--- config.mk ---
export PLATFORM = sky130hd
export DESIGN_NAME = size_class_pool_allocator_flat
export DESIGN_NICKNAME = d
export VERILOG_FILES = /design/src/hw/rtl/scpa_pkg.sv /design/src/hw/rtl/scpa_if.sv /design/src/hw/rtl/scpa_ctrl.sv /design/src/hw/rtl/scpa_dp.sv /design/src/hw/rtl/size_class_pool_allocator.sv /design/src/flat_wrapper.sv
export SDC_FILE = /design/constraint.sdc
export NUM_CORES = 1
export LEC_CHECK = 0
export BUFFER_PORTS_ARGS = -buffer_cell sky130_fd_sc_hd__buf_2
export CAP_MARGIN = 20
export CORE_MARGIN = 2
export CORE_UTILIZATION = 63
export CTS_BUF_LIST = sky130_fd_sc_hd__clkbuf_4 sky130_fd_sc_hd__clkbuf_8 sky130_fd_sc_hd__clkbuf_16
export CTS_CLUSTER_SIZE = 14
export DETAILED_ROUTE_END_ITERATION = 7
export HOLD_SLACK_MARGIN = 0.15
export PLACE_DENSITY = 0.87
export RECOVER_POWER = 100
export SLEW_MARGIN = 20
export SYNTH_ARGS = -nofsm -noshare
export SYNTH_HDL_FRONTEND = slang
export SYNTH_HIERARCHICAL = 1
export SYNTH_SLANG_ARGS = --single-unit
--- constraint.sdc ---
create_clock -name clk_i -period 7 [get_ports clk_i]
set_input_delay 0.35 -clock clk_i [delete_from_list [all_inputs] [get_ports clk_i]]
set_output_delay 0.35 -clock clk_i [all_outputs]
set_load 0.05 [all_outputs]
--- src/hw/rtl/scpa_pkg.sv ---
// Shared types, codes and defaults for the size class pool allocator.
// No dependencies; every other file of the block imports this package.
package scpa_pkg;

  // Default geometry, handed down from the top level as parameters
  localparam int unsigned BLOCKS_PER_CLASS_DEF = 16;
  localparam int unsigned SIZE_CLASSES_DEF     = 7;

  // Fixed field widths of the request and response beats
  localparam int unsigned SIZE_W  = 16;
  localparam int unsigned CLASS_W = 3;
  localparam int unsigned INDEX_W = 4;
  localparam int unsigned STAT_W  = 3;

  // Class size registers
  localparam int unsigned NUM_CFG   = 7;
  localparam int unsigned CFG_IDX_W = 3;

  localparam logic [SIZE_W-1:0] CFG_RESET [NUM_CFG] = '{
    16'd8, 16'd16, 16'd32, 16'd64, 16'd128, 16'd256, 16'd512
  };

  // Request commands
  localparam logic CMD_ALLOC = 1'b0;
  localparam logic CMD_FREE  = 1'b1;

  // Response status codes
  localparam logic [STAT_W-1:0] ST_ALLOCATED = 3'd0;
  localparam logic [STAT_W-1:0] ST_TOO_LARGE = 3'd1;
  localparam logic [STAT_W-1:0] ST_EMPTY     = 3'd2;
  localparam logic [STAT_W-1:0] ST_FREED     = 3'd3;
  localparam logic [STAT_W-1:0] ST_REJECTED  = 3'd4;

  typedef enum logic [1:0] {
    SCPA_INIT,
    SCPA_IDLE,
    SCPA_EXEC
  } scpa_state_e;

  // Controller to datapath
  typedef struct packed {
    logic init_wr;  // write one entry of the list build pass
    logic lookup;   // accept a request beat, read heads and link memory
    logic commit;   // apply the update and load the response register
  } scpa_cmd_t;

  // Datapath to controller
  typedef struct packed {
    logic init_last;    // last entry of the build pass is being written
    logic out_blocked;  // response register full and not taken
  } scpa_sts_t;

endpackage

--- src/hw/rtl/scpa_if.sv ---
// Channel interfaces of the size class pool allocator: request, response, config.
// Depends on scpa_pkg for field widths.
interface scpa_req_if;
  import scpa_pkg::*;
  logic               valid;
  logic               ready;
  logic               command;
  logic [SIZE_W-1:0]  request_size;
  logic [CLASS_W-1:0] free_class;
  logic [INDEX_W-1:0] free_index;

  modport source (output valid, command, request_size, free_class, free_index, input ready);
  modport sink   (input valid, command, request_size, free_class, free_index, output ready);
endinterface

interface scpa_rsp_if;
  import scpa_pkg::*;
  logic               valid;
  logic               ready;
  logic [STAT_W-1:0]  status;
  logic [CLASS_W-1:0] block_class;
  logic [INDEX_W-1:0] block_index;

  modport source (output valid, status, block_class, block_index, input ready);
  modport sink   (input valid, status, block_class, block_index, output ready);
endinterface

interface scpa_cfg_if;
  import scpa_pkg::*;
  logic                 valid;
  logic                 ready;
  logic [CFG_IDX_W-1:0] index;
  logic [SIZE_W-1:0]    data;

  modport source (output valid, index, data, input ready);
  modport sink   (input valid, index, data, output ready);
endinterface

--- src/hw/rtl/scpa_ctrl.sv ---
// Sequencing state machine of the allocator: list build, request accept, commit.
// Depends on scpa_pkg for the state enum and the command and status structs.
module scpa_ctrl (
  input  logic                 clk_i,
  input  logic                 rst_ni,
  input  logic                 req_valid_i,
  output logic                 req_ready_o,
  input  scpa_pkg::scpa_sts_t  sts_i,
  output scpa_pkg::scpa_cmd_t  cmd_o
);
  import scpa_pkg::*;

  scpa_state_e state_q, state_d;

  // State register
  always_ff @(posedge clk_i or negedge rst_ni) begin
    if (!rst_ni) begin
      state_q <= SCPA_INIT;
    end else begin
      state_q <= state_d;
    end
  end

  // Next state
  always_comb begin
    state_d = state_q;
    unique case (state_q)
      SCPA_INIT: begin
        if (sts_i.init_last) state_d = SCPA_IDLE;
      end
      SCPA_IDLE: begin
        if (req_valid_i) state_d = SCPA_EXEC;
      end
      SCPA_EXEC: begin
        if (!sts_i.out_blocked) state_d = SCPA_IDLE;
      end
      default: state_d = SCPA_INIT;
    endcase
  end

  // Outputs
  always_comb begin
    cmd_o       = '0;
    req_ready_o = 1'b0;
    unique case (state_q)
      SCPA_INIT: begin
        cmd_o.init_wr = 1'b1;
      end
      SCPA_IDLE: begin
        req_ready_o  = 1'b1;
        cmd_o.lookup = req_valid_i;
      end
      SCPA_EXEC: begin
        cmd_o.commit = !sts_i.out_blocked;
      end
      default: begin
        cmd_o       = '0;
        req_ready_o = 1'b0;
      end
    endcase
  end

endmodule

--- src/hw/rtl/scpa_dp.sv ---
// Datapath of the allocator: class size registers, list heads, link memory,
// class match and response register. Depends on scpa_pkg.
module scpa_dp #(
  parameter int unsigned BLOCKS_PER_CLASS = scpa_pkg::BLOCKS_PER_CLASS_DEF,
  parameter int unsigned SIZE_CLASSES     = scpa_pkg::SIZE_CLASSES_DEF
) (
  input  logic                            clk_i,
  input  logic                            rst_ni,
  input  scpa_pkg::scpa_cmd_t             cmd_i,
  output scpa_pkg::scpa_sts_t             sts_o,
  input  logic                            req_command_i,
  input  logic [scpa_pkg::SIZE_W-1:0]     req_size_i,
  input  logic [scpa_pkg::CLASS_W-1:0]    req_free_class_i,
  input  logic [scpa_pkg::INDEX_W-1:0]    req_free_index_i,
  input  logic                            cfg_we_i,
  input  logic [scpa_pkg::CFG_IDX_W-1:0]  cfg_index_i,
  input  logic [scpa_pkg::SIZE_W-1:0]     cfg_data_i,
  input  logic                            rsp_ready_i,
  output logic                            rsp_valid_o,
  output logic [scpa_pkg::STAT_W-1:0]     rsp_status_o,
  output logic [scpa_pkg::CLASS_W-1:0]    rsp_class_o,
  output logic [scpa_pkg::INDEX_W-1:0]    rsp_index_o
);
  import scpa_pkg::*;

  localparam int unsigned TOTAL  = SIZE_CLASSES * BLOCKS_PER_CLASS;
  localparam int unsigned IDX_W  = (BLOCKS_PER_CLASS > 1) ? $clog2(BLOCKS_PER_CLASS) : 1;
  localparam int unsigned SLOT_W = (TOTAL > 1) ? $clog2(TOTAL) : 1;
  localparam int unsigned HCLS_W = (SIZE_CLASSES > 1) ? $clog2(SIZE_CLASSES) : 1;
  // Link entry: {in_use, link_valid, link}
  localparam int unsigned ENT_W  = IDX_W + 2;
  localparam logic [IDX_W-1:0] LAST_IDX = IDX_W'(BLOCKS_PER_CLASS - 1);

  function automatic logic [SLOT_W-1:0] slot_of(input logic [CLASS_W-1:0] cls,
                                               input logic [IDX_W-1:0]   idx);
    slot_of = SLOT_W'(SLOT_W'(cls) * SLOT_W'(BLOCKS_PER_CLASS)) + SLOT_W'(idx);
  endfunction

  logic [SIZE_W-1:0]  cfg_q      [NUM_CFG];
  logic [IDX_W-1:0]   head_idx_q [SIZE_CLASSES];
  logic               head_vld_q [SIZE_CLASSES];
  logic [ENT_W-1:0]   mem_q      [TOTAL];

  logic [CLASS_W-1:0] init_cls_q;
  logic [IDX_W-1:0]   init_idx_q;

  logic               op_q, fit_q, hvld_q, frng_q;
  logic [CLASS_W-1:0] cls_q;
  logic [IDX_W-1:0]   idx_q;
  logic [SLOT_W-1:0]  slot_q;
  logic [ENT_W-1:0]   rd_q;

  logic               rsp_valid_q;
  logic [STAT_W-1:0]  rsp_status_q;
  logic [CLASS_W-1:0] rsp_class_q;
  logic [INDEX_W-1:0] rsp_index_q;

  // Class match: first class whose block size covers the request
  logic               fit;
  logic [CLASS_W-1:0] sel;
  always_comb begin
    fit = 1'b0;
    sel = '0;
    for (int c = int'(SIZE_CLASSES) - 1; c >= 0; c--) begin
      if (req_size_i <= cfg_q[c]) begin
        fit = 1'b1;
        sel = CLASS_W'(c);
      end
    end
  end

  // Lookup: pick class and index, form the link memory address
  logic               frng;
  logic [CLASS_W-1:0] lk_cls;
  logic [IDX_W-1:0]   lk_idx;
  logic [SLOT_W-1:0]  lk_slot;
  always_comb begin
    frng = (32'(req_free_class_i) < SIZE_CLASSES) &&
           (32'(req_free_index_i) < BLOCKS_PER_CLASS);
    if (req_command_i == CMD_ALLOC) begin
      lk_cls = sel;
      lk_idx = head_idx_q[sel[HCLS_W-1:0]];
    end else if (frng) begin
      lk_cls = req_free_class_i;
      lk_idx = IDX_W'(req_free_index_i);
    end else begin
      lk_cls = '0;
      lk_idx = '0;
    end
    lk_slot = slot_of(lk_cls, lk_idx);
  end

  // Hold the request decode for the commit cycle
  always_ff @(posedge clk_i) begin
    if (cmd_i.lookup) begin
      op_q   <= req_command_i;
      fit_q  <= fit;
      hvld_q <= head_vld_q[sel[HCLS_W-1:0]];
      frng_q <= frng;
      cls_q  <= lk_cls;
      idx_q  <= lk_idx;
      slot_q <= lk_slot;
    end
  end

  // Commit: decide the outcome from the fetched link entry
  logic               e_use, e_lv;
  logic [IDX_W-1:0]   e_link;
  logic               do_alloc, do_free;
  logic [STAT_W-1:0]  ex_status;
  logic [ENT_W-1:0]   ex_wdata;
  logic [HCLS_W-1:0]  cls_h;
  always_comb begin
    e_use    = rd_q[ENT_W-1];
    e_lv     = rd_q[IDX_W];
    e_link   = rd_q[IDX_W-1:0];
    cls_h    = cls_q[HCLS_W-1:0];
    do_alloc = 1'b0;
    do_free  = 1'b0;
    ex_wdata = rd_q;
    if (op_q == CMD_ALLOC) begin
      if (!fit_q) begin
        ex_status = ST_TOO_LARGE;
      end else if (!hvld_q) begin
        ex_status = ST_EMPTY;
      end else begin
        ex_status = ST_ALLOCATED;
        do_alloc  = 1'b1;
        ex_wdata  = {1'b1, e_lv, e_link};
      end
    end else begin
      if (!frng_q || !e_use) begin
        ex_status = ST_REJECTED;
      end else begin
        ex_status = ST_FREED;
        do_free   = 1'b1;
        ex_wdata  = {1'b0, head_vld_q[cls_h], head_idx_q[cls_h]};
      end
    end
  end

  // Link memory write: build pass or commit
  logic              mem_we;
  logic [SLOT_W-1:0] mem_waddr;
  logic [ENT_W-1:0]  mem_wdata;
  always_comb begin
    if (cmd_i.init_wr) begin
      mem_we    = 1'b1;
      mem_waddr = slot_of(init_cls_q, init_idx_q);
      mem_wdata = {1'b0, (init_idx_q != '0), IDX_W'(init_idx_q - 1'b1)};
    end else begin
      mem_we    = cmd_i.commit && (do_alloc || do_free);
      mem_waddr = slot_q;
      mem_wdata = ex_wdata;
    end
  end

  // Link memory: one write port, one registered read port
  always_ff @(posedge clk_i) begin
    if (mem_we) mem_q[mem_waddr] <= mem_wdata;
    if (cmd_i.lookup) rd_q <= mem_q[lk_slot];
  end

  // Build pass counters: every class, every index
  always_ff @(posedge clk_i or negedge rst_ni) begin
    if (!rst_ni) begin
      init_cls_q <= '0;
      init_idx_q <= '0;
    end else if (cmd_i.init_wr) begin
      if (init_idx_q == LAST_IDX) begin
        init_idx_q <= '0;
        init_cls_q <= init_cls_q + 1'b1;
      end else begin
        init_idx_q <= init_idx_q + 1'b1;
      end
    end
  end

  // Class size registers; indexes past the list are dropped
  always_ff @(posedge clk_i or negedge rst_ni) begin
    if (!rst_ni) begin
      for (int r = 0; r < int'(NUM_CFG); r++) cfg_q[r] <= CFG_RESET[r];
    end else if (cfg_we_i && (32'(cfg_index_i) < NUM_CFG)) begin
      cfg_q[cfg_index_i] <= cfg_data_i;
    end
  end

  // List heads: pop on allocate, push on free
  always_ff @(posedge clk_i or negedge rst_ni) begin
    if (!rst_ni) begin
      for (int c = 0; c < int'(SIZE_CLASSES); c++) begin
        head_idx_q[c] <= LAST_IDX;
        head_vld_q[c] <= 1'b1;
      end
    end else if (cmd_i.commit) begin
      if (do_alloc) begin
        head_idx_q[cls_h] <= e_link;
        head_vld_q[cls_h] <= e_lv;
      end else if (do_free) begin
        head_idx_q[cls_h] <= idx_q;
        head_vld_q[cls_h] <= 1'b1;
      end
    end
  end

  // Response register
  always_ff @(posedge clk_i or negedge rst_ni) begin
    if (!rst_ni) begin
      rsp_valid_q <= 1'b0;
    end else if (cmd_i.commit) begin
      rsp_valid_q <= 1'b1;
    end else if (rsp_ready_i) begin
      rsp_valid_q <= 1'b0;
    end
  end

  always_ff @(posedge clk_i) begin
    if (cmd_i.commit) begin
      rsp_status_q <= ex_status;
      rsp_class_q  <= do_alloc ? cls_q : '0;
      rsp_index_q  <= do_alloc ? INDEX_W'(idx_q) : '0;
    end
  end

  assign rsp_valid_o  = rsp_valid_q;
  assign rsp_status_o = rsp_status_q;
  assign rsp_class_o  = rsp_class_q;
  assign rsp_index_o  = rsp_index_q;

  assign sts_o.init_last   = cmd_i.init_wr &&
                             (32'(init_cls_q) == SIZE_CLASSES - 1) &&
                             (init_idx_q == LAST_IDX);
  assign sts_o.out_blocked = rsp_valid_q && !rsp_ready_i;

endmodule

--- src/hw/rtl/size_class_pool_allocator.sv ---
// Top level of the size class pool allocator: controller, datapath, channels.
// Depends on scpa_pkg, scpa_if, scpa_ctrl and scpa_dp.
//
//   channel  dir  fields                                         beat when
//   req_i    in   command, request_size, free_class, free_index  valid && ready
//   rsp_o    out  status, block_class, block_index                valid && ready
//   cfg_i    in   index, data (class size register)               valid && ready
//
// On acceptance a request reads the list head and the link memory entry; in the
// commit state both are written back and the response register is loaded.
// After reset a build pass writes every link memory entry, one per cycle, before
// the first request is taken.
// A full response register that is not taken holds the commit cycle; a new
// request is still accepted while a finished response waits.
// Config writes are taken every cycle.
module size_class_pool_allocator #(
  parameter int unsigned BLOCKS_PER_CLASS = scpa_pkg::BLOCKS_PER_CLASS_DEF,
  parameter int unsigned SIZE_CLASSES     = scpa_pkg::SIZE_CLASSES_DEF
) (
  input  logic              clk_i,
  input  logic              rst_ni,
  scpa_req_if.sink          req_i,
  scpa_rsp_if.source        rsp_o,
  scpa_cfg_if.sink          cfg_i
);
  import scpa_pkg::*;

  scpa_cmd_t cmd;
  scpa_sts_t sts;

  assign cfg_i.ready = 1'b1;

  scpa_ctrl u_ctrl (
    .clk_i       (clk_i),
    .rst_ni      (rst_ni),
    .req_valid_i (req_i.valid),
    .req_ready_o (req_i.ready),
    .sts_i       (sts),
    .cmd_o       (cmd)
  );

  scpa_dp #(
    .BLOCKS_PER_CLASS (BLOCKS_PER_CLASS),
    .SIZE_CLASSES     (SIZE_CLASSES)
  ) u_dp (
    .clk_i            (clk_i),
    .rst_ni           (rst_ni),
    .cmd_i            (cmd),
    .sts_o            (sts),
    .req_command_i    (req_i.command),
    .req_size_i       (req_i.request_size),
    .req_free_class_i (req_i.free_class),
    .req_free_index_i (req_i.free_index),
    .cfg_we_i         (cfg_i.valid),
    .cfg_index_i      (cfg_i.index),
    .cfg_data_i       (cfg_i.data),
    .rsp_ready_i      (rsp_o.ready),
    .rsp_valid_o      (rsp_o.valid),
    .rsp_status_o     (rsp_o.status),
    .rsp_class_o      (rsp_o.block_class),
    .rsp_index_o      (rsp_o.block_index)
  );

  // An accepted request leaves the channel closed for the commit cycle
  a_one_in_flight: assert property (@(posedge clk_i) disable iff (!rst_ni)
    (req_i.valid && req_i.ready) |=> !req_i.ready)
    else $error("request accepted during commit");

  // A commit always lands in the response register
  a_commit_shows: assert property (@(posedge clk_i) disable iff (!rst_ni)
    cmd.commit |=> rsp_o.valid)
    else $error("commit without response");

  // Never overwrite a waiting response
  a_no_overwrite: assert property (@(posedge clk_i) disable iff (!rst_ni)
    cmd.commit |-> !(rsp_o.valid && !rsp_o.ready))
    else $error("response overwritten");

  // Only a granted block carries a handle, and only in a configured class
  a_handle: assert property (@(posedge clk_i) disable iff (!rst_ni)
    rsp_o.valid |-> ((rsp_o.status == ST_ALLOCATED && 32'(rsp_o.block_class) < SIZE_CLASSES)
                  || (rsp_o.block_class == '0 && rsp_o.block_index == '0)))
    else $error("bad response handle");

endmodule
--- src/flat_wrapper.sv ---
// flat-port wrapper written by rule: the top's interface ports become plain ports
module size_class_pool_allocator_flat import scpa_pkg::*;
#(
  parameter int unsigned BLOCKS_PER_CLASS = scpa_pkg::BLOCKS_PER_CLASS_DEF,
  parameter int unsigned SIZE_CLASSES     = scpa_pkg::SIZE_CLASSES_DEF
)
  (clk_i, rst_ni, req_i_valid, req_i_command, req_i_request_size, req_i_free_class, req_i_free_index, req_i_ready, rsp_o_valid, rsp_o_status, rsp_o_block_class, rsp_o_block_index, rsp_o_ready, cfg_i_valid, cfg_i_index, cfg_i_data, cfg_i_ready);
  scpa_req_if req_i_i ();
  scpa_rsp_if rsp_o_i ();
  scpa_cfg_if cfg_i_i ();
  input  logic clk_i;
  input  logic rst_ni;
  input wire logic [$bits(req_i_i.valid)-1:0] req_i_valid;
  input wire logic [$bits(req_i_i.command)-1:0] req_i_command;
  input wire logic [$bits(req_i_i.request_size)-1:0] req_i_request_size;
  input wire logic [$bits(req_i_i.free_class)-1:0] req_i_free_class;
  input wire logic [$bits(req_i_i.free_index)-1:0] req_i_free_index;
  output wire logic [$bits(req_i_i.ready)-1:0] req_i_ready;
  output wire logic [$bits(rsp_o_i.valid)-1:0] rsp_o_valid;
  output wire logic [$bits(rsp_o_i.status)-1:0] rsp_o_status;
  output wire logic [$bits(rsp_o_i.block_class)-1:0] rsp_o_block_class;
  output wire logic [$bits(rsp_o_i.block_index)-1:0] rsp_o_block_index;
  input wire logic [$bits(rsp_o_i.ready)-1:0] rsp_o_ready;
  input wire logic [$bits(cfg_i_i.valid)-1:0] cfg_i_valid;
  input wire logic [$bits(cfg_i_i.index)-1:0] cfg_i_index;
  input wire logic [$bits(cfg_i_i.data)-1:0] cfg_i_data;
  output wire logic [$bits(cfg_i_i.ready)-1:0] cfg_i_ready;
  assign req_i_i.valid = req_i_valid;
  assign req_i_i.command = req_i_command;
  assign req_i_i.request_size = req_i_request_size;
  assign req_i_i.free_class = req_i_free_class;
  assign req_i_i.free_index = req_i_free_index;
  assign req_i_ready = req_i_i.ready;
  assign rsp_o_valid = rsp_o_i.valid;
  assign rsp_o_status = rsp_o_i.status;
  assign rsp_o_block_class = rsp_o_i.block_class;
  assign rsp_o_block_index = rsp_o_i.block_index;
  assign rsp_o_i.ready = rsp_o_ready;
  assign cfg_i_i.valid = cfg_i_valid;
  assign cfg_i_i.index = cfg_i_index;
  assign cfg_i_i.data = cfg_i_data;
  assign cfg_i_ready = cfg_i_i.ready;
  size_class_pool_allocator #(.BLOCKS_PER_CLASS(BLOCKS_PER_CLASS), .SIZE_CLASSES(SIZE_CLASSES)) u_core (.clk_i(clk_i), .rst_ni(rst_ni), .req_i(req_i_i), .rsp_o(rsp_o_i), .cfg_i(cfg_i_i));
endmodule
* Yosys cells after proc, flatten, opt, wreduce, memory -nomap -nowiden
Memories as Yosys holds them, arrays and structs flattened. A register that Yosys moved wholly into a read port is not among the register bits.
Index checks and enable logic that the tools add are counted.
** Storage, ports and cells
- Flip-flop bits (word level) :: 185
- Bits in latches :: 0
- RAM bits :: 672
- Bits in read-only memories :: 0
- Input port bits :: 48
- Output and inout bits :: 13
- Word-level logic and storage cells :: 154
- Memories :: 1
** Memories
- u_core.u_dp.mem_q :: words 112, bits a word 6, rd ports 1, clocked after memory_dff 1, write ports 1, RTL line scpa_dp.sv:42 : logic [ENT_W-1:0] mem_q [TOTAL];
** Cells by class
- Add/sub/neg operators :: 5
- $mul :: 0
- Div/mod/pow operators :: 0
- Order comparisons :: 14
- Equal/unequal tests :: 7
- Shift operators :: 0
- Muxes and demuxes :: 67
- Bitwise gates (word level) :: 4
- Reductions and logical operators :: 21
** Operator list (number)
- 112-bit bitwise mux :: 1
- 16-bit <= comparator :: 7
- 28-bit bitwise mux :: 2
- 28-bit 2-to-1 mux :: 2
- 16-bit demux with 3-bit select :: 1
- 3-bit 2-to-1 mux :: 11
- 4-bit 2-to-1 mux :: 8
- 6-bit 2-to-1 mux :: 5
- 4-bit binary-select mux with 3-bit select :: 2
- 7-bit 2-to-1 mux :: 3
- 1-bit 2-to-1 mux :: 20
- 16-bit 2-to-1 mux :: 1
- 7-bit by 4-bit adder with 7-bit output :: 2
- 4-bit demux with 3-bit select :: 1
- 4-bit >= comparator (second input constant) :: 3
- 3-bit inverter with 4-bit output :: 3
- 2-bit 2-to-1 mux :: 5
- 4-bit by 1-bit less-than comparator with 1-bit output (second input constant) :: 2
- 7-bit bitwise mux :: 1
- 1-bit logical AND :: 7
- 7-bit OR :: 1
- 1-bit binary-select mux with 3-bit select :: 2
- 3-bit less-than comparator (second input constant) :: 2
- 2-bit case mux with 3 select lines :: 1
- 18 further kinds :: 25

* Longest topological paths before layout
Gate-level depths: netlist of the first run.
- Depth in word-level cells :: 14
- Depth in mapped cells :: 22
- Depth with buffers taken out :: 17

* Hierarchy
Netlist of the first run, hierarchy kept.
** By module, submodules not included
- scpa_dp :: instances 1, cells each 2956, area each 37907.6 um2, sequential area each 24921.4 um2
- scpa_ctrl :: instances 1, cells each 12, area each 120.1 um2, sequential area each 50.0 um2
- size_class_pool_allocator :: instances 1, cells each 2, area each 11.3 um2, sequential area each 0.0 um2

* Worst setup path after synthesis of the first run
OpenSTA, ideal clock, no wires.
- Path type :: register to register
- From :: reg u_core.u_dp.cls_q[0], in the netlist u_core/u_dp/cls_h[0]
- To :: mem u_core/u_dp/mem_q[0][4] (netlist bit), data pin
- Setup time :: 0.873 ns
- Data arrival time :: 4.587 ns
- Data required time :: 6.127 ns
- Setup slack :: 1.541 ns
- Stages on the path, launching flop included :: 7
- Buffers on the path :: 2
- Period minus slack after synthesis :: 5.459 ns
- Path through :: edfxtp_1 clkbuf_1 clkbuf_1 nor2_1 a211oi_1 a211oi_1 a31oi_1
** On the way
- Word-level cells in the longest chain between the ends :: 7
** RTL lines
- from (decl) :: RTL line scpa_dp.sv:48 : logic [CLASS_W-1:0] cls_q;
- from (signal assigned) :: RTL line scpa_dp.sv:100 : cls_q <= lk_cls;
- 3-bit inverter with 4-bit output (implied by the code) :: RTL line scpa_dp.sv:137 : ex_wdata = {1'b0, head_vld_q[cls_h], head_idx_q[cls_h]};
- 1-bit binary-select mux with 3-bit select :: RTL line scpa_dp.sv:137
- 1-bit 2-to-1 mux (implied by the code) (2 in series) :: RTL line scpa_dp.sv:137
- 6-bit 2-to-1 mux :: RTL line scpa_dp.sv:132 : if (!frng_q || !e_use) begin
- 6-bit 2-to-1 mux :: RTL line scpa_dp.sv:121 : if (op_q == CMD_ALLOC) begin
- 6-bit 2-to-1 mux :: RTL line scpa_dp.sv:147 : if (cmd_i.init_wr) begin
- via u_core.u_dp.mem_wdata[4] :: RTL line scpa_dp.sv:145 : logic [ENT_W-1:0] mem_wdata;
- to (decl) :: RTL line scpa_dp.sv:42
The timed path passes the listed nets, and every way through them passes these cells. The select of a mux whose other input is x is not followed.

* Final worst setup path of the first run
- From :: reg u_core/u_dp/cfg_q[94] (netlist bit)
- To :: reg u_core.u_dp.rd_q[4] (read register of u_core.u_dp.mem_q), data pin
** On the way
- Elaborated cells between the ends (all ways) :: 10
- Classes of those cells :: 1 x add/sub; 1 x order compare; 7 x mux; 1 x bitwise
** RTL lines
- from (decl) :: RTL line scpa_dp.sv:39 : logic [SIZE_W-1:0] cfg_q [NUM_CFG];
- from (signal, indexed assignment) :: RTL line scpa_dp.sv:184 : cfg_q[cfg_index_i] <= cfg_data_i;
- 16-bit <= comparator :: RTL line scpa_dp.sv:65 : if (req_size_i <= cfg_q[c]) begin
- 3-bit 2-to-1 mux (2 in series) :: RTL line scpa_dp.sv:65
- 3-bit 2-to-1 mux :: RTL line scpa_dp.sv:80 : if (req_command_i == CMD_ALLOC) begin
- via u_core.u_dp.lk_cls[0] :: RTL line scpa_dp.sv:74 : logic [CLASS_W-1:0] lk_cls;
- 7-bit by 4-bit adder with 7-bit output :: RTL line scpa_dp.sv:36 : slot_of = SLOT_W'(SLOT_W'(cls) * SLOT_W'(BLOCKS_PER_CLASS)) + SLOT_W'(idx);
- to (decl) :: RTL line scpa_dp.sv:51 : logic [ENT_W-1:0] rd_q;
The timed path passes the listed nets, and every way through them passes these cells. The select of a mux whose other input is x is not followed.
A chain may end at the register's enable or synchronous reset.

==> results.yml, run 1 <==
run_status:
  status: "complete, but fails checks"
  failed_checks: "DRC, capacitance limit, slew limit"
route:
  wl_mm: 102
  wire_per_inst_um: 26.2
  met3_wirelength_mm: 13.5
  drt-initial-drc-count: 3881
  top_layer: "met4"
  drtPass1Iterations: 8
  drc: 5
  met1Wirelength_mm: 36.3
  drtAntennaViolNets: 0
  met2_length_mm: 47.2
  avgViaCountPerCell: 6.78
  vias: 26400
cts:
  postCtsResizedCells: 0
  clockBufferDepth: 3
  h-tree-depth: 3
  ctsHoldBuffers: 20
  cts_setup_buffers: 0
  cts_made_buffers: 85
  clk_latency_ns: 0.66
  cts_tree: "done"
  cts.reportedPaths.clkPinSlew_ns: 0.06
  clockRootBuffer: "clkbuf_16"
  cts.sinks: 856
sta:
  tightest_slew_ns: 4.23
  fin_crit_sh_pct: 96.0
  setup_ws_ns: 0.281
  post-route-min-period_ns: 6.72
  fin_skew_ns: 0.0275
  finalSetupViolations: 0
  rsz0062_at_grt: "no"
  whs_ns: 0.234
  drv_slew: 813
  slew_headroom_pct: -182
  finalHoldViolations: 0
  fmax_ghz: 0.149
  tns_ns: 0
synth:
  yosysTopAreaCell: "edfxtp_1"
  ys_seq_area_share_pct: 65.6
  synth_edf_count: 699
  synth.area.mux_share_pct: 6.00
  syn_avg_cell_area_sq_um: 12.8
  async_flop_share_pct: 18.3
  ys_top_cells_by_area: "edfxtp_1 (55%), dfrtp_1 (7.6%), nand2_1 (4.7%), ha_1 (3.8%), mux2i_1 (3.6%)"
  ys_types: 99
  synth_ff_type: "edfxtp_1"
  syn_nets: 3135
  ys_ff_latch: 856
  yosys.area_share.simple_pct: 11.9
  synthAdderAreaFrac_pct: 3.85
  ys_warn_count: 6
  synth_xor_xnor_area_share_pct: 0.138
  synth_compound_area_share_pct: 9.30
  synthesis.area_sq_mm: 0.0380
  synth_top_family_by_area: "simple AND/OR/NAND/NOR gates"
  synth.top_cell.area_share_pct: 55.2
  syn_inst: 2970
die:
  die-area_sq_mm: 0.0624
  initial_core_util_pct: 63.4
  die_y_um: 250
  core_area_sq_mm: 0.0600
  ios: 61
  fp.dieW_um: 250
  row_count: 90
global_route:
  grt_overflow_total: 0
  grt_max_degree: 91
  antenna_found_initial: 0
  grt_pass1_vias: 26100
  grt_first_pass_wirelength_mm: 155
  grt.total_usage_pct: 32.5
finish:
  nets: 3209
  areaGrowthSynthToFinish_pct: 10.3
  drive_above_1_share_pct: 12.0
  diodes: 0
  layout_commonest_cell: "edfxtp_1"
  final_cell_mix: "edfxtp_1 (699), nand2_1 (481), nand3_1 (178)"
  nFillCells: 3775
place:
  dp_hpwl_mm: 64.4
  io_buffer_count: 59
  pre_cts_slack_ns: 0.702
  place_congestion: 0.986
run:
  maxCapViolCount: 16
min_path:
  hold_path_depth: 2
  min_path_type: "in -> reg"
worst_setup_path:
  worstPathMaxFanout: 11
  path_class: "reg -> reg"
  crit_arrival_ns: 7.10
  start_kind: "register"
  worstPathRequired_ns: 7.38
  critPathCaptureType: "register"
  ff2ff_path_depth: 15
power:
  powerDensity_mw_per_mm2: 389
  vdd_drop_max_uv: 687
  total_leakage_power_nw: 15.2
worst max-delay path, cell delays in order (launching register included):
cell and delay [ns]:
dfrtp_1 0.35, inv_1 0.07, ha_1 0.32, nand3_1 0.17
nor4_2 0.54, a21boi_1 0.25, o31a_1 0.33, o221ai_1 0.25
and3b_1 0.44, a21boi_0 1.29, clkinv_1 0.93, nand2_1 0.48
a31oi_1 0.10, a31o_2 0.27, a211oi_1 0.56, a211oi_1 0.10
metrics by stage:
stage,power [mW],util [%],area [sq um],std cells
2_1_floorplan,10.0,-,38000,2970
3_3_place_gp,11.4,65.2,39100,3716
3_5_place_dp,11.6,65.2,39100,3716
4_1_cts,16.1,70.2,42100,3893
5_1_grt,16.8,69.9,42000,3896
6_report,16.3,69.9,42000,3896
worst paths after layout:
check | slack [ns] | endpoint | from
min in group asynchronous | 1.73 | u_core/u_dp/cfg_q[5] | rst_ni
setup / recovery | 0.28 | u_core/u_dp/rd_q[4] | u_core/u_dp/cfg_q[94]
setup reg to reg | 0.28 | u_core/u_dp/rd_q[4] | u_core/u_dp/cfg_q[94]
hold reg to reg | 0.50 | u_core/u_dp/head_idx_q[23] | u_core/u_dp/head_idx_q[23]
max in group asynchronous | 1.64 | u_core/u_dp/rsp_valid_o | rst_ni
hold / removal | 0.23 | u_core/u_dp/frng_q | req_i_free_class[0]
sequential cells by signal, summed over array words and instances, names as in the netlist, 2 cells and up:
signal	cells
u_core/u_dp/head_idx_q	28
u_core/u_dp/rsp_index_o	4
u_core/u_dp/cfg_q	112
u_core/u_dp/head_vld_q	7
u_core/u_dp/init_idx_q	4
u_core/u_dp/rd_q	6
u_core/u_dp/idx_q	3
u_core/u_dp/cls_h	3
u_core/u_ctrl/state_q	2
u_core/u_dp/rsp_status_o	3
u_core/u_dp/mem_q	672
u_core/u_dp/init_cls_q	3
u_core/u_dp/rsp_class_o	3
synthesized netlist by cell type, drive strengths merged (7+ instances only):
cell type    n
a21o         9
nand2b       7
and3        50
nand4       39
clkbuf      80
nor4        17
inv        127
nand3b       8
a32oi       39
dfstp       42
nor2       166
a31oi       28
o21ai      148
edfxtp     699
mux2        68
mux2i      138
a21boi      17
nand2      484
ha         117
buf         66
o22ai       18
a21oi       87
o211ai       8
a311o       12
nor3        15
dfrtp      115
a311oi      14
nand3      178
nor2b       10
a221o        9
a211oi      31
a221oi      13
a32o        12
layer usage:
metal  vias to the layer above  track usage [%]
li1                      11200                -
met1                     12700             43.9
met2                      2122             51.3
met3                       397             7.13
met4                         0             14.5
met5                         -                0
kinds of logic after synthesis:
logic type,Yosys count
buf+inv,276
flops,856
xor+xnor,6
simple gates,1002
compound gates,500
fa+ha+maj,117
mux,212
other cells,1
power by group:
| group | total (mW) | leakage [nW] | switching (mW) | internal, mW |
|---|---|---|---|---|
| registers | 7.23 | 8.13 | 0.208 | 7.02 |
| logic | 4.54 | 5.70 | 3.48 | 1.07 |
| clock network | 4.53 | 1.40 | 1.93 | 2.61 |
layout make-up:
type                            instances  area [sq um]  share of cell area, %
Clock inverter                         42           402                  0.957
Sequential cell                       856         25000                   59.5
Tap cell                              782           978                   2.33
Inverter                              130           495                   1.18
Timing Repair Buffer                  133           832                   1.98
Multi-Input combinational cell       1838         11900                   28.3
Clock buffer                          115          2400                   5.71
(Power assumes the default switching activity.)
==> run 2: changes to the inputs <==
- SYNTH_HIERARCHICAL: 1 -> not set
==> results.yml, run 2 <==
sta:
  fin_crit_sh_pct: 95.0
  post-route-min-period_ns: 6.65
  drv_slew: 820
  fin_skew_ns: 0.0375
  finalSetupViolations: 0
  slew_headroom_pct: -147
  finalHoldViolations: 0
  tightest_slew_ns: 3.70
  rsz0062_at_grt: "no"
  fmax_ghz: 0.150
  tns_ns: 0
global_route:
  use_met2_pct: 47.4
  grt.total_usage_pct: 30.5
  antenna_found_initial: 0
  grt_overflow_total: 0
  grt_max_degree: 124
  grt_busiest_layer: "met2"
  grt_first_pass_wirelength_mm: 146
  grt.met1_usage_pct: 42.2
  grt_pass1_vias: 24500
  use_met3_pct: 6.38
finish:
  reg_top3: "u_core.u_dp.mem_q x672, u_core.u_dp.cfg_q x112, u_core.u_dp.head_idx_q x28"
  drive_above_1_share_pct: 11.5
  fin_area_sq_mm: 0.0422
  regMostFlops: "u_core.u_dp.mem_q"
  final_util_pct: 69.9
  nFillCells: 3834
  layout_commonest_cell: "edfxtp_1"
  diodes: 0
  seq_area_sq_mm: 0.0250
  multi_input_comb_area_sq_mm: 0.0122
  largest_reg_flops: 672
  nets: 3045
  areaGrowthSynthToFinish_pct: 9.72
  final_cell_mix: "edfxtp_1 (699), mux2i_1 (353), nand2_1 (258)"
cts:
  clk_latency_ns: 0.66
  clockBufferDepth: 3
  cts_made_buffers: 85
  ctsHoldBuffers: 20
  cts_tree: "done"
  cts_setup_buffers: 0
  clockRootBuffer: "clkbuf_16"
  postCtsResizedCells: 0
  cts.sinks: 856
  cts.reportedPaths.clkPinSlew_ns: 0.06
  h-tree-depth: 3
power:
  powerDensity_mw_per_mm2: 370
  total_leakage_power_nw: 16.0
  vdd_drop_max_uv: 320
die:
  fp.dieW_um: 251
  die-area_sq_mm: 0.0631
  row_count: 90
  die_y_um: 251
  core_area_sq_mm: 0.0604
  initial_core_util_pct: 63.7
  ios: 61
worst_setup_path:
  crit_arrival_ns: 7.11
  start_kind: "register"
  path_class: "reg -> reg"
  worstPathMaxFanout: 78
  worstPathRequired_ns: 7.46
  critPathCaptureType: "register"
route:
  vias: 24700
  wl_mm: 95.7
  drtAntennaViolNets: 0
  avgViaCountPerCell: 6.61
  wire_per_inst_um: 25.7
  drc: 0
  drt-initial-drc-count: 3416
  drtPass1Iterations: 8
run:
  maxCapViolCount: 13
place:
  dp_hpwl_mm: 59.2
  placed_cell_area_sq_mm: 0.0393
  io_buffer_count: 59
  place_congestion: 0.971
run_status:
  failed_checks: "capacitance limit, slew limit"
  status: "complete, but fails checks"
synth:
  syn_nets: 2974
  async_flop_share_pct: 18.3
  synth_commonest_cells: "edfxtp_1 (699), mux2i_1 (353), nand2_1 (258)"
  synthesis.area_sq_mm: 0.0385
  syn_inst: 2809
  synth.top_cell.area_share_pct: 54.6
  ys_ff_latch: 856
  ys_top_cells_by_area: "edfxtp_1 (55%), mux2i_1 (9.2%), dfrtp_1 (7.5%), ha_1 (3.8%), dfstp_2 (2.9%)"
  syn_avg_cell_area_sq_um: 13.7
  yosysTopAreaCell: "edfxtp_1"
  ys_seq_area_share_pct: 64.9
  ys_warn_count: 0
  yosysMostFrequentCell: "edfxtp_1"
  ys_types: 90
  synth_ff_type: "edfxtp_1"
  synth_edf_count: 699
min_path:
  min_path_type: "in -> reg"
==> run 2: where the power goes <==
part / switching (mW) / internal [mW] / total (mW)
Clock: 1.97 / 2.73 / 4.71
Combinational: 2.81 / 0.851 / 3.66
Sequential: 0.197 / 7.04 / 7.24
Total: 4.98 / 10.6 / 15.6
==> run 2: stage by stage <==
| step | power, mW | cells | setup slack [ns] | hold WS, ns |
|---|---|---|---|---|
| after floorplan | 9.55 | 2809 | 0.155 | 0.0544 |
| after global placement | 10.6 | 3553 | 1.00 | 0.375 |
| after detailed placement | 10.8 | 3553 | 0.881 | 0.382 |
| after CTS | 15.5 | 3729 | 0.844 | 0.202 |
| after global routing | 16.1 | 3731 | 0.289 | 0.279 |
| final | 15.6 | 3731 | 0.349 | 0.236 |
==> run 2: kinds of logic (layout without fill, tap and decap cells) <==
kind of cell | after synthesis | after routing | synth area share [%]
AO/OA/AOI/OAI | 421 | 421 | 7.50
XOR/XNOR | 5 | 5 | 0.114
adder cells (fa/ha/maj) | 117 | 117 | 3.80
buffers and inverters | 260 | 400 | 3.57
flip-flops | 856 | 856 | 64.9
multiplexers | 428 | 428 | 11.5
other | 1 | 1 | 0.00975
AND/OR/NAND/NOR | 721 | 721 | 8.60
==> run 2: worst max-delay path, cell delays in order, from the launching register on <==
cell and delay (ns):
dfrtp_1 0.32, inv_1 0.08, ha_1 0.32, nand3_1 0.12, nor4_1 0.54, a21boi_2 0.31
o31ai_2 0.15, or3_1 0.37, nor4b_1 0.82, o311ai_1 0.30, o311ai_2 0.35, buf_12 0.46
buf_4 0.49, mux2i_1 0.19, nand2_1 0.11, nand3_1 0.10, a32oi_1 0.51, o211ai_1 0.42
a311oi_1 0.35
==> run 2: path summary, 6_finish.rpt <==
kind / from / to / slack, ns / cells after the start
setup / recovery: u_core.u_dp.cfg_q[110] / u_core.u_dp.rd_q[4] / 0.35 / 18
hold / removal: req_i_free_class[0] / u_core.u_dp.frng_q / 0.24 / 2
setup reg to reg: u_core.u_dp.cfg_q[110] / u_core.u_dp.rd_q[4] / 0.35 / 18
hold reg to reg: u_core.u_dp.head_vld_q[2] / u_core.u_dp.head_vld_q[2] / 0.49 / 2
max in group asynchronous: rst_ni / u_core.u_dp.cfg_q[74] / 1.82 / 3
min in group asynchronous: rst_ni / u_core.u_dp.cfg_q[53] / 1.52 / 2
==> run 2: cell type report <==
type / count / share of cell area, %
flip-flops and latches: 856 / 59.2
multi-input cells: 1693 / 28.8
clock buffers: 111 / 5.57
well taps: 782 / 2.32
repair buffers: 120 / 1.72
clock inverters: 45 / 1.33
inverters: 124 / 1.11
==> run 2: per-layer routing <==
metal	up-vias	wire [um]
met5	-	0
met4	0	3850
met3	267	10900
met2	1627	44300
met1	12100	36700
li1	10700	-
